**src/rtl/core/nfsa_pkg.sv**
```systemverilog
`timescale 1ns / 1ps
// ----------------------------------------------------------------------------
// nfsa_pkg
// Shared widths, codes and types for the next-fit slot allocator.
// ----------------------------------------------------------------------------
package nfsa_pkg;

    localparam int SLOT_W    = 10;
    localparam int OP_W      = 2;
    localparam int STAT_W    = 2;
    localparam int CAP_W     = 11;
    localparam int WORD_W    = 32;
    localparam int BIT_W     = 5;
    localparam int SLOTS_DEF = 1024;
    localparam int CAP_MAX   = 1024;

    localparam logic [CAP_W-1:0] CAP_RESET = 11'd1024;

    typedef logic [SLOT_W-1:0] t_slot;
    typedef logic [OP_W-1:0]   t_op;
    typedef logic [STAT_W-1:0] t_status;

    localparam t_op OP_ALLOC = 2'd0;
    localparam t_op OP_FREE  = 2'd1;
    localparam t_op OP_QUERY = 2'd2;

    localparam t_status ST_OK       = 2'd0;
    localparam t_status ST_FULL     = 2'd1;
    localparam t_status ST_RANGE    = 2'd2;
    localparam t_status ST_WAS_FREE = 2'd3;

endpackage

```
**src/rtl/core/nfsa_if.sv**
```systemverilog
`timescale 1ns / 1ps
// ----------------------------------------------------------------------------
// nfsa_if
// Valid/ready channels of the allocator: request, response, configuration.
// ----------------------------------------------------------------------------
interface nfsa_req_if import nfsa_pkg::*; ();
    logic  valid;
    logic  ready;
    t_op   op;
    t_slot slot;

    modport source (output valid, output op, output slot, input ready);
    modport sink   (input valid, input op, input slot, output ready);
endinterface

interface nfsa_rsp_if import nfsa_pkg::*; ();
    logic    valid;
    logic    ready;
    t_slot   slot_out;
    t_status status;

    modport source (output valid, output slot_out, output status, input ready);
    modport sink   (input valid, input slot_out, input status, output ready);
endinterface

interface nfsa_cfg_if import nfsa_pkg::*; ();
    logic             valid;
    logic             ready;
    logic [CAP_W-1:0] capacity;

    modport source (output valid, output capacity, input ready);
    modport sink   (input valid, input capacity, output ready);
endinterface

```
**src/rtl/core/next_fit_slot_allocator.sv**
```systemverilog
`timescale 1ns / 1ps
// ----------------------------------------------------------------------------
// next_fit_slot_allocator
// Next-fit allocator over a pool of slots kept as a 32-bit word bitmap.
// ----------------------------------------------------------------------------
// The occupancy map lives in a single-port RAM of 32-slot words with
// registered read data; a per-word valid bit cleared at reset stands in for
// clearing the map, so no sweep is needed after reset. One item is in work
// at a time. An in-range free or query passes READ, EVAL and WAIT before
// the next acceptance; an out-of-range slot or an unused op code goes
// straight to WAIT. Allocate repeats READ and EVAL once per word visited,
// from the word of the start slot until a free slot is found or the scan
// returns to the start word, so it runs longest when the pool is nearly full;
// the word read and scan of the one shared priority encoder sets its pace. A
// finished response waits in an output register, and the next item is
// accepted meanwhile. Configuration writes are always accepted.
// ----------------------------------------------------------------------------
module next_fit_slot_allocator
    import nfsa_pkg::*;
#(
    parameter int SLOTS = SLOTS_DEF
) (
    input  logic        i_clk,
    input  logic        i_rst_n,
    nfsa_cfg_if.sink    i_cfg,
    nfsa_req_if.sink    i_req,
    nfsa_rsp_if.source  o_rsp
);

    localparam int CAP_LIMIT = (SLOTS < CAP_MAX) ? SLOTS : CAP_MAX;
    localparam int ROWS      = (CAP_LIMIT + WORD_W - 1) / WORD_W;
    localparam int ROW_W     = (ROWS > 1) ? $clog2(ROWS) : 1;

    localparam logic [1:0] S_IDLE = 2'd0;
    localparam logic [1:0] S_READ = 2'd1;
    localparam logic [1:0] S_EVAL = 2'd2;
    localparam logic [1:0] S_WAIT = 2'd3;

    logic [CAP_W-1:0]  r_capacity;
    logic [1:0]        r_state;
    t_op               r_op;
    t_slot             r_slot;
    t_slot             r_start;
    t_slot             r_next_slot;
    logic [CAP_W-1:0]  r_cap;
    logic [ROW_W-1:0]  r_row;
    logic              r_first;
    t_slot             r_pend_slot;
    t_status           r_pend_status;
    logic              r_out_valid;
    t_slot             r_out_slot;
    t_status           r_out_status;

    logic [WORD_W-1:0] r_mem [ROWS];
    logic [ROWS-1:0]   r_row_vld;
    logic [WORD_W-1:0] r_rdata;
    logic              r_rvld;

    logic [CAP_W-1:0]  cap;
    logic              in_range;
    t_slot             start;
    logic              req_acc;
    logic              out_load;

    t_slot             cap_m1;
    logic [ROW_W-1:0]  last_row;
    logic [ROW_W-1:0]  start_row;
    logic              final_visit;
    logic [BIT_W:0]    lo;
    logic [BIT_W:0]    hi;
    logic [WORD_W-1:0] word;
    logic [WORD_W-1:0] cand;
    logic              found;
    logic [BIT_W-1:0]  enc;
    t_slot             hit_idx;
    logic [CAP_W-1:0]  hit_inc;
    logic              occ_bit;
    logic [WORD_W-1:0] bit_sel;

    logic              mem_we;
    logic [WORD_W-1:0] mem_wdata;

    assign i_cfg.ready = 1'b1;
    assign i_req.ready = (r_state == S_IDLE);
    assign req_acc     = i_req.valid && i_req.ready;

    assign o_rsp.valid    = r_out_valid;
    assign o_rsp.slot_out = r_out_slot;
    assign o_rsp.status   = r_out_status;
    assign out_load       = (r_state == S_WAIT) && (!r_out_valid || o_rsp.ready);

    always_comb begin
        if (r_capacity == '0) begin
            cap = CAP_W'(1);
        end else if (r_capacity > CAP_W'(CAP_LIMIT)) begin
            cap = CAP_W'(CAP_LIMIT);
        end else begin
            cap = r_capacity;
        end
        in_range = {1'b0, i_req.slot} < cap;
        start    = ({1'b0, r_next_slot} < cap) ? r_next_slot : '0;
    end

    // scan window of the current word
    always_comb begin
        cap_m1      = SLOT_W'(r_cap - CAP_W'(1));
        last_row    = cap_m1[BIT_W +: ROW_W];
        start_row   = r_start[BIT_W +: ROW_W];
        final_visit = !r_first && (r_row == start_row);
        lo = (r_first && r_row == start_row) ? {1'b0, r_start[BIT_W-1:0]} : '0;
        if (final_visit) begin
            hi = {1'b0, r_start[BIT_W-1:0]};
        end else if (r_row == last_row) begin
            hi = {1'b0, cap_m1[BIT_W-1:0]} + (BIT_W+1)'(1);
        end else begin
            hi = (BIT_W+1)'(WORD_W);
        end
        word = r_rvld ? r_rdata : '0;
        for (int b = 0; b < WORD_W; b++) begin
            cand[b] = !word[b] && ((BIT_W+1)'(b) >= lo) && ((BIT_W+1)'(b) < hi);
        end
        found = 1'b0;
        enc   = '0;
        for (int b = WORD_W - 1; b >= 0; b--) begin
            if (cand[b]) begin
                found = 1'b1;
                enc   = BIT_W'(b);
            end
        end
        hit_idx = SLOT_W'({r_row, enc});
        hit_inc = {1'b0, hit_idx} + CAP_W'(1);
        occ_bit = word[r_slot[BIT_W-1:0]];
        bit_sel = WORD_W'(1) << (r_op == OP_ALLOC ? enc : r_slot[BIT_W-1:0]);
    end

    always_comb begin
        mem_we    = 1'b0;
        mem_wdata = word;
        if (r_state == S_EVAL) begin
            if (r_op == OP_ALLOC && found) begin
                mem_we    = 1'b1;
                mem_wdata = word | bit_sel;
            end else if (r_op == OP_FREE && occ_bit) begin
                mem_we    = 1'b1;
                mem_wdata = word & ~bit_sel;
            end
        end
    end

    always_ff @(posedge i_clk) begin
        if (mem_we) begin
            r_mem[r_row] <= mem_wdata;
        end
        r_rdata <= r_mem[r_row];
    end

    always_ff @(posedge i_clk) begin
        if (!i_rst_n) begin
            r_row_vld <= '0;
            r_rvld    <= 1'b0;
        end else begin
            if (mem_we) begin
                r_row_vld[r_row] <= 1'b1;
            end
            r_rvld <= r_row_vld[r_row];
        end
    end

    always_ff @(posedge i_clk) begin
        if (!i_rst_n) begin
            r_capacity  <= CAP_RESET;
            r_state     <= S_IDLE;
            r_next_slot <= '0;
            r_out_valid <= 1'b0;
        end else begin
            if (i_cfg.valid && i_cfg.ready) begin
                r_capacity <= i_cfg.capacity;
            end

            if (out_load) begin
                r_out_valid  <= 1'b1;
                r_out_slot   <= r_pend_slot;
                r_out_status <= r_pend_status;
            end else if (o_rsp.ready) begin
                r_out_valid <= 1'b0;
            end

            unique case (r_state)
                S_IDLE: begin
                    if (req_acc) begin
                        r_op          <= i_req.op;
                        r_slot        <= i_req.slot;
                        r_cap         <= cap;
                        r_start       <= start;
                        r_first       <= 1'b1;
                        r_pend_slot   <= i_req.slot;
                        r_pend_status <= ST_RANGE;
                        unique case (i_req.op) inside
                            OP_ALLOC: begin
                                r_row   <= start[BIT_W +: ROW_W];
                                r_state <= S_READ;
                            end
                            OP_FREE, OP_QUERY: begin
                                r_row   <= i_req.slot[BIT_W +: ROW_W];
                                r_state <= in_range ? S_READ : S_WAIT;
                            end
                            default: begin
                                r_state <= S_WAIT;
                            end
                        endcase
                    end
                end
                S_READ: begin
                    r_state <= S_EVAL;
                end
                S_EVAL: begin
                    if (r_op == OP_ALLOC) begin
                        if (found) begin
                            r_pend_slot   <= hit_idx;
                            r_pend_status <= ST_OK;
                            r_next_slot   <= (hit_inc >= r_cap) ? '0 : SLOT_W'(hit_inc);
                            r_state       <= S_WAIT;
                        end else if (final_visit) begin
                            r_pend_slot   <= '0;
                            r_pend_status <= ST_FULL;
                            r_state       <= S_WAIT;
                        end else begin
                            r_row   <= (r_row == last_row) ? '0 : ROW_W'(r_row + 1'b1);
                            r_first <= 1'b0;
                            r_state <= S_READ;
                        end
                    end else begin
                        r_pend_status <= occ_bit ? ST_OK : ST_WAS_FREE;
                        r_state       <= S_WAIT;
                    end
                end
                S_WAIT: begin
                    if (out_load) begin
                        r_state <= S_IDLE;
                    end
                end
                default: begin
                    r_state <= S_IDLE;
                end
            endcase
        end
    end

endmodule

```
**src/flat_wrapper.sv**
```systemverilog
// flat-port wrapper written by rule: the top's interface ports become plain ports
module next_fit_slot_allocator_flat import nfsa_pkg::*;
#(
    parameter int SLOTS = SLOTS_DEF
)
  (i_clk, i_rst_n, i_cfg_valid, i_cfg_capacity, i_cfg_ready, i_req_valid, i_req_op, i_req_slot, i_req_ready, o_rsp_valid, o_rsp_slot_out, o_rsp_status, o_rsp_ready);
  nfsa_cfg_if i_cfg_i ();
  nfsa_req_if i_req_i ();
  nfsa_rsp_if o_rsp_i ();
  input  logic i_clk;
  input  logic i_rst_n;
  input wire logic [$bits(i_cfg_i.valid)-1:0] i_cfg_valid;
  input wire logic [$bits(i_cfg_i.capacity)-1:0] i_cfg_capacity;
  output wire logic [$bits(i_cfg_i.ready)-1:0] i_cfg_ready;
  input wire logic [$bits(i_req_i.valid)-1:0] i_req_valid;
  input wire logic [$bits(i_req_i.op)-1:0] i_req_op;
  input wire logic [$bits(i_req_i.slot)-1:0] i_req_slot;
  output wire logic [$bits(i_req_i.ready)-1:0] i_req_ready;
  output wire logic [$bits(o_rsp_i.valid)-1:0] o_rsp_valid;
  output wire logic [$bits(o_rsp_i.slot_out)-1:0] o_rsp_slot_out;
  output wire logic [$bits(o_rsp_i.status)-1:0] o_rsp_status;
  input wire logic [$bits(o_rsp_i.ready)-1:0] o_rsp_ready;
  assign i_cfg_i.valid = i_cfg_valid;
  assign i_cfg_i.capacity = i_cfg_capacity;
  assign i_cfg_ready = i_cfg_i.ready;
  assign i_req_i.valid = i_req_valid;
  assign i_req_i.op = i_req_op;
  assign i_req_i.slot = i_req_slot;
  assign i_req_ready = i_req_i.ready;
  assign o_rsp_valid = o_rsp_i.valid;
  assign o_rsp_slot_out = o_rsp_i.slot_out;
  assign o_rsp_status = o_rsp_i.status;
  assign o_rsp_i.ready = o_rsp_ready;
  next_fit_slot_allocator #(.SLOTS(SLOTS)) u_core (.i_clk(i_clk), .i_rst_n(i_rst_n), .i_cfg(i_cfg_i), .i_req(i_req_i), .o_rsp(o_rsp_i));
endmodule
```
**config.mk**
```make
export PLATFORM = sky130hd
export DESIGN_NAME = next_fit_slot_allocator_flat
export DESIGN_NICKNAME = d
export VERILOG_FILES = /design/src/rtl/core/nfsa_pkg.sv /design/src/rtl/core/nfsa_if.sv /design/src/rtl/core/next_fit_slot_allocator.sv /design/src/flat_wrapper.sv
export SDC_FILE = /design/constraint.sdc
export NUM_CORES = 1
export LEC_CHECK = 0
export ABC_CLOCK_PERIOD_IN_PS = 15200
export BUFFER_PORTS_ARGS = -buffer_cell sky130_fd_sc_hd__clkbuf_2
export CAP_MARGIN = 0
export CORE_UTILIZATION = 30
export DETAILED_ROUTE_END_ITERATION = 10
export HOLD_SLACK_MARGIN = 0.05
export SYNTH_ARGS = -nofsm -noshare
export SYNTH_HDL_FRONTEND = slang
export SYNTH_SLANG_ARGS = --single-unit
```
**constraint.sdc**
```tcl
create_clock -name i_clk -period 15.2 [get_ports i_clk]
set_clock_uncertainty 0.15 [all_clocks]
set_input_delay 3.04 -clock i_clk [delete_from_list [all_inputs] [get_ports i_clk]]
set_output_delay 3.04 -clock i_clk [all_outputs]
set_load 0.005 [all_outputs]
```
======== Word-level counts from Yosys, hierarchy flattened ========
Memory sizes are Yosys's and may differ from the RTL's. A register that Yosys moved wholly into a read port is not among the register bits.
Index checks and enable logic that the tools add are counted.
storage, ports and cells
  word-level logic and storage cells ...... 355
  memories ................................ 1
  bits in registers ....................... 115
  input port bits ......................... 28
  output and inout port bits .............. 15
  bits in writable memories ............... 1024
cells by class
  magnitude comparators ................... 71
  shift-type cells ........................ 1
  mux-type cells .......................... 120
  equality and inequality tests ........... 16
  reduce and logical (&&, ||, !) cells .... 121
  bitwise logic cells ..................... 4
  add/subtract/negate cells ............... 4
memory list
  memory        depth  bits a word  rd ports  clocked after Yosys merged registers in  wr ports  RTL line                       source
  u_core.r_mem  32     32           1         1                                        1         next_fit_slot_allocator.sv:54  logic [WORD_W-1:0] r_mem [ROWS];
operators with widths
  operator              number
  $mux 5                39
  $mux 32               4
  $ge 5x6->1 const A    16
  $lt 5x6->1 const A    16
  $logic_and 1x1->1     71
  $or 32x32->32         2
  $mux 10               6
  $ge 4x6->1 const A    8
  $lt 4x6->1 const A    8
  $mux 1                46
  $logic_not 1->1       34
  $and 32x32->32        1
  $not 32->32           1
  $shl 1x5->32 const A  1
  $ge 3x6->1 const A    4
  $lt 3x6->1 const A    4
  $lt 10x11->1          2
  $mux 11               2
  $mux 2                11
  $pmux 10 s2           1
  $pmux 5 s2            2
  $ge 1x6->1 const A    2
  $ge 2x6->1 const A    2
  $lt 1x6->1 const A    2
  other kinds (34)      52

======== Longest topological paths before layout ========
  word-level depth ........................ 45
  gate-level depth with buffers ........... 32
  mapped depth without buffers ............ 27

======== Worst setup path before layout ========
Ideal clock, no wire load.
  path kind ............................... register to register
  start ................................... register u_core.r_cap[0]
  end ..................................... register u_core.r_next_slot[4]
  data arrival time ....................... 5934 ps
  cell stages (with the launch flop) ...... 31
  library setup time ...................... 59 ps
  setup slack ............................. 9057 ps
  data required time ...................... 14991 ps
  clock period less this slack ............ 6143 ps
  buffers on the path ..................... 3
  cell sequence ........................... edfxtp_1 buf_2 inv_1 ha_1 or3b_1 a32o_1 mux2i_1 or3_1 o22ai_1 clkbuf_1 o22ai_1 a311o_1 o211ai_1 o311ai_2 nand2_2 buf_6 inv_1 ha_1 ha_1 a21o_1 a21o_1 a21o_1 a21o_1 a21o_1 a21oi_1 o21ai_0 a21o_1 a21oi_1 nand3_1 inv_2 a22o_1
on the way
  cells in the longest elaborated chain, start to end .. 41
  elaborated cells between the ends (all ways) .. 137
  classes of those cells .................. add/sub: 3; order compare: 33; eq/ne: 1; mux: 67; reduce/logical: 33
RTL lines
  element                                           RTL line                                                        source
  start, declared                                   next_fit_slot_allocator.sv:45                                   logic [CAP_W-1:0] r_cap;
  start signal, assigned                            next_fit_slot_allocator.sv:193                                  r_cap <= cap;
  $sub 10x1->10                                     next_fit_slot_allocator.sv:106                                  cap_m1 = SLOT_W'(r_cap - CAP_W'(1));
  $add 5x1->6 / $eq 5x5->1 (equally long branches)  next_fit_slot_allocator.sv:114, next_fit_slot_allocator.sv:113
  $mux 6                                            next_fit_slot_allocator.sv:113                                  end else if (r_row == last_row) begin
  $mux 6                                            next_fit_slot_allocator.sv:111                                  if (final_visit) begin
  $lt 5x6->1                                        next_fit_slot_allocator.sv:120                                  cand[b] = !word[b] && ((BIT_W+1)'(b) >= lo) && ((BIT_W+1)'(b) < hi);
  $logic_and 1x1->1                                 next_fit_slot_allocator.sv:120
  $mux 5 (32 in a row)                              next_fit_slot_allocator.sv:125                                  if (cand[b]) begin
  $add 10x1->11                                     next_fit_slot_allocator.sv:131                                  hit_inc = {1'b0, hit_idx} + CAP_W'(1);
  $ge 11x11->1                                      next_fit_slot_allocator.sv:221                                  r_next_slot <= (hit_inc >= r_cap) ? '0 : SLOT_W'(hit_inc);
  $mux 10                                           next_fit_slot_allocator.sv:221
  end signal, assigned                              next_fit_slot_allocator.sv:221
  end, declared                                     next_fit_slot_allocator.sv:44                                   t_slot r_next_slot;
Parallel ways exist; a longest one is shown, timed or not.
A chain may end at the register's enable or synchronous reset.

======== Worst setup path after layout ========
  start ................................... register u_core.r_cap[0]
  end ..................................... register u_core.r_next_slot[7]
The elaborated chain is that of the path after synthesis.

==> results_dict.tcl <==
set metrics [dict create \
    outcome "finished clean" \
    detailedRoute.firstPassIterationCount 5 \
    power_frac_comb_pct 3.9 \
    clock_tree.buffer_depth 3 \
    async_reset_ff_share_pct 0 \
    post-route-period-util_pct 50.0 \
    critical-path-top-cell-by-count "sky130_fd_sc_hd__a21o_1" \
    critical-path-top-delay-family "compound AO/OA/AOI/OAI gates" \
    final_layout_size_suffix_gt1_share_pct 23.8 \
    synthXorXnorAreaFrac_pct 0.574 \
    crit_buf_inv 3 \
    synth_edf_count 1082 \
    whs_path_depth 0 \
    yosys.cell_count.top_type "sky130_fd_sc_hd__edfxtp_1" \
    viasPerCell 5.42 \
    cell_count_of_the_worst_reg_to_reg_path 27 \
    crit_arrival_ns 8.11 \
    synth-simple-area-share_pct 5.41 \
    io_pins 43 \
    gr-usage-met2_pct 28.7 \
    grt_pass1_wl_mm 206 \
    place.port_buffers 41 \
    top_usage_layer "met2" \
    antenna_found_initial 3 \
    die_h_um 404 \
    total_standard_cell_area_after_synthesis_um2 48400 \
    postRouteAntennaNets 0 \
    cts_hold_bufs 0 \
    slowest_stage "sky130_fd_sc_hd__edfxtp_1" \
    fmaxAchievable_mhz 132 \
    final-seq-area_um2 34300 \
    power.clock.fraction_pct 43.5 \
    crit_path_max_fanout 16 \
    worstReg2RegEnd "u_core.r_next_slot[7]" \
    drt_iter0_drc 3139 \
    cts_inserted_buffers 117 \
    finalCriticalPeriod_ns 7.60 \
    ir_drop_mv 0.0961 \
    net_switching_mw 1.45 \
    cts_max_level 3 \
    dp_hpwl_mm 83.1 \
    fillerInstances 15200 \
    synthAdderAreaFrac_pct 0.982 \
    critPathRequiredTime_ns 15.71 \
    critical_path.reg2reg.startpoint "u_core.r_cap[0]" \
    mappedNetlistNets 2815 \
    setup_tns_ns 0 \
    drt-total-wl_mm 146 \
    endpoint_kind "flop" \
    powerDensity_nw_per_um2 120 \
    crit_path_max_incr_delay_ns 0.73 \
    synth_seq_area_share_pct 70.8 \
    worstHoldEndpoint "u_core.o_rsp.slot_out[1]" \
    cts_resized 0 \
    floorplan.die.width_um 404 \
    floorplan.die_area_um2 163000 \
    synth_cell_types 96 \
    met1_routing_resource_usage_after_global_routing_pct 24.3 \
    pwr-share-seq_pct 52.5 \
    compound_cell_area_share_of_the_yosys_netlist_pct 7.32 \
    grt_pass1_vias 26900 \
    synth_top_family_by_area "multiplexers" \
    multi_input_comb_area_um2 13700 \
    worst_hold_startpoint "u_core.r_pend_slot[1]" \
    holdCritPathClass "flop to flop" \
    cts_tree "yes" \
    final_nets 2901 \
    post_synth_mux_area_share_pct 13.1 \
    postCtsSetupBuffers 0 \
    globalplace.congestion 0.974 \
    clk-insertion-delay-late_ns 0.73 \
    tightest_slew_ns 1.34 \
    number_of_storage_elements_in_the_synthesis_netlist 1171 \
    rsz0062_at_grt "false" \
    ys_top_cells_by_count "sky130_fd_sc_hd__edfxtp_1 (1,082), sky130_fd_sc_hd__mux4_2 (274), sky130_fd_sc_hd__a22oi_1 (137), sky130_fd_sc_hd__nor2_1 (136), sky130_fd_sc_hd__nand2_1 (121)" \
    overflow 0 \
    cts_root_buf "sky130_fd_sc_hd__clkbuf_16" \
    floorplan.initialDensity_pct 30.2 \
    r2r_slack_ns 7.60 \
    setup_viol 0 \
    post-route-drc-count 0 \
    fp.coreArea_um2 160000 \
    maxSlewHeadroom_pct 10.4 \
    cts.sink_count 1171 \
    synth_top_cells_by_area "sky130_fd_sc_hd__edfxtp_1 (67%), sky130_fd_sc_hd__mux4_2 (13%), sky130_fd_sc_hd__dfxtp_1 (3.7%)" \
    cap_viol_max_count 0 \
    route.vias.total 27600 \
    total_power_mw 6.68 \
    grt.total_usage_pct 17.7 \
    yosys_warnings 0 \
    finalHoldViolCount 0 \
    synthDominantAreaCellType "sky130_fd_sc_hd__edfxtp_1" \
    path_class "flop to flop" \
    synth_ff_type "sky130_fd_sc_hd__edfxtp_1" \
    power_switching_share_pct 21.6 \
    start_kind "flop" \
    int_power_mw 5.24 \
    num_antenna_cells 0 \
    area_growth_synth_to_finish_pct 14.9 \
    grt_max_degree 94 \
    post-synth-top-area-fraction_pct 67.1 \
    total_leakage_power_nw 15.3 \
    synthCells 2749 \
    use_met3_pct 2.70 \
    floorplan.rows 147 \
    final_max_slew_viol_count 0 \
    syn_avg_cell_area_um2 17.6 \
    wire_per_inst_um 28.7 \
    clkTransAtPathRegs_ns 0.06 \
]
==> placed cells by master (no fill, tap or decap), drive strengths merged, types with 25 or more instances in the layout <==
cell / Yosys / final
edfxtp: 1082 / 1082
o21a: 38 / 38
clkinv: 0 / 63
nand3: 41 / 41
clkbuf: 83 / 177
nand2: 125 / 125
nand2b: 25 / 25
inv: 52 / 56
a21oi: 62 / 62
mux4: 274 / 274
o21ai: 69 / 69
dfxtp: 89 / 89
nor3: 34 / 34
nand4: 40 / 40
a22oi: 138 / 138
buf: 77 / 86
ha: 38 / 38
nor2: 140 / 140
==> registers in the layout, summed over array words and instances (netlist names) <==
name,flops
u_core.r_rvld,1
u_core.r_rdata,32
u_core.r_row,5
u_core.r_op,2
u_core.r_slot,5
u_core.r_next_slot,10
u_core.r_start,10
u_core.r_first,1
u_core.r_cap,11
u_core.r_pend_status,2
u_core.r_row_vld,32
u_core.r_capacity,11
u_core.o_rsp.slot_out,10
u_core.o_rsp.status,2
u_core.r_mem,1024
u_core.r_state,2
u_core.r_pend_slot,10
u_core.o_rsp.valid,1
==> worst register-to-register path, stage by stage, from the launching register on <==
cell                       delay [ns]
sky130_fd_sc_hd__edfxtp_1        0.73
sky130_fd_sc_hd__inv_1           0.17
sky130_fd_sc_hd__ha_1            0.55
sky130_fd_sc_hd__nor2b_1         0.13
sky130_fd_sc_hd__or3_4           0.36
sky130_fd_sc_hd__a311oi_4        0.61
sky130_fd_sc_hd__nor2_2          0.20
sky130_fd_sc_hd__a31oi_1         0.61
sky130_fd_sc_hd__o22ai_1         0.20
sky130_fd_sc_hd__a311o_1         0.38
sky130_fd_sc_hd__o211ai_1        0.21
sky130_fd_sc_hd__o311ai_2        0.17
sky130_fd_sc_hd__nand2_2         0.34
sky130_fd_sc_hd__inv_1           0.13
sky130_fd_sc_hd__ha_1            0.34
sky130_fd_sc_hd__ha_1            0.28
sky130_fd_sc_hd__a21o_1          0.15
sky130_fd_sc_hd__a21o_1          0.17
sky130_fd_sc_hd__a21o_1          0.18
sky130_fd_sc_hd__a21o_1          0.18
sky130_fd_sc_hd__a21o_1          0.18
sky130_fd_sc_hd__a21oi_1         0.13
sky130_fd_sc_hd__o21ai_0         0.10
sky130_fd_sc_hd__a21o_1          0.17
sky130_fd_sc_hd__a21oi_1         0.32
sky130_fd_sc_hd__nand3_1         0.14
sky130_fd_sc_hd__inv_2           0.15
sky130_fd_sc_hd__a22o_1          0.15
==> kinds of logic after synthesis <==
kind of cell | Yosys count
and+or+nand+nor | 515
buffers and inverters | 212
AOI/OAI and AO/OA | 490
other | 1
adders and majority gates | 38
muxes | 292
xor gates and xnor gates | 30
DFF | 1171
==> metal layers <==
layer / vias to the layer above / share of wire (%)
li1: 11400 / -
met5: - / 0
met4: 0 / 3.2
met3: 221 / 6.8
met2: 1160 / 48
met1: 14800 / 42
==> per-stage QoR <==
step,area [µm²],hold slack (ns),std cells,worst slack [ns],utilization [%]
5_1_grt,55600,0.241,5097,7.20,34.7
3_3_place_gp,51700,0.254,4876,7.70,32.3
2_1_floorplan,48400,0.250,2749,9.06,-
6_report,55600,0.237,5097,7.60,34.7
3_5_place_dp,51700,0.255,4876,7.71,32.3
4_1_cts,55600,0.239,5097,7.69,34.7
==> power groups by stage <==
stage | combinational, mW | sequential, mW | clock (mW)
after detailed placement | 0.260 | 3.58 | 0
after floorplan | 0.177 | 3.56 | 0
after CTS | 0.261 | 3.51 | 2.96
after global placement | 0.261 | 3.58 | 0
after global routing | 0.278 | 3.51 | 3.07
final | 0.262 | 3.51 | 2.91
==> area by class of cell <==
class	instances	area share, %
clock buffer	136	5.52
clock inverter	85	1.48
inverter	52	0.351
multi-input combinational	1366	24.6
sequential	1171	61.6
tap	2160	4.86
timing repair buffer	127	1.57
==> worst max-delay path by stage <==
stage                            endpoint  slack, ns             from  depth (start not counted)
floorplan           u_core.r_next_slot[4]       9.06  u_core.r_cap[0]                         30
global placement    u_core.r_next_slot[3]       7.70  u_core.r_cap[0]                         27
detailed placement  u_core.r_next_slot[7]       7.71  u_core.r_cap[0]                         27
CTS                 u_core.r_next_slot[7]       7.69  u_core.r_cap[0]                         27
global route        u_core.r_next_slot[7]       7.20  u_core.r_cap[0]                         27
finish              u_core.r_next_slot[7]       7.60  u_core.r_cap[0]                         27
No activity file was read; power rests on OpenSTA's default activity.
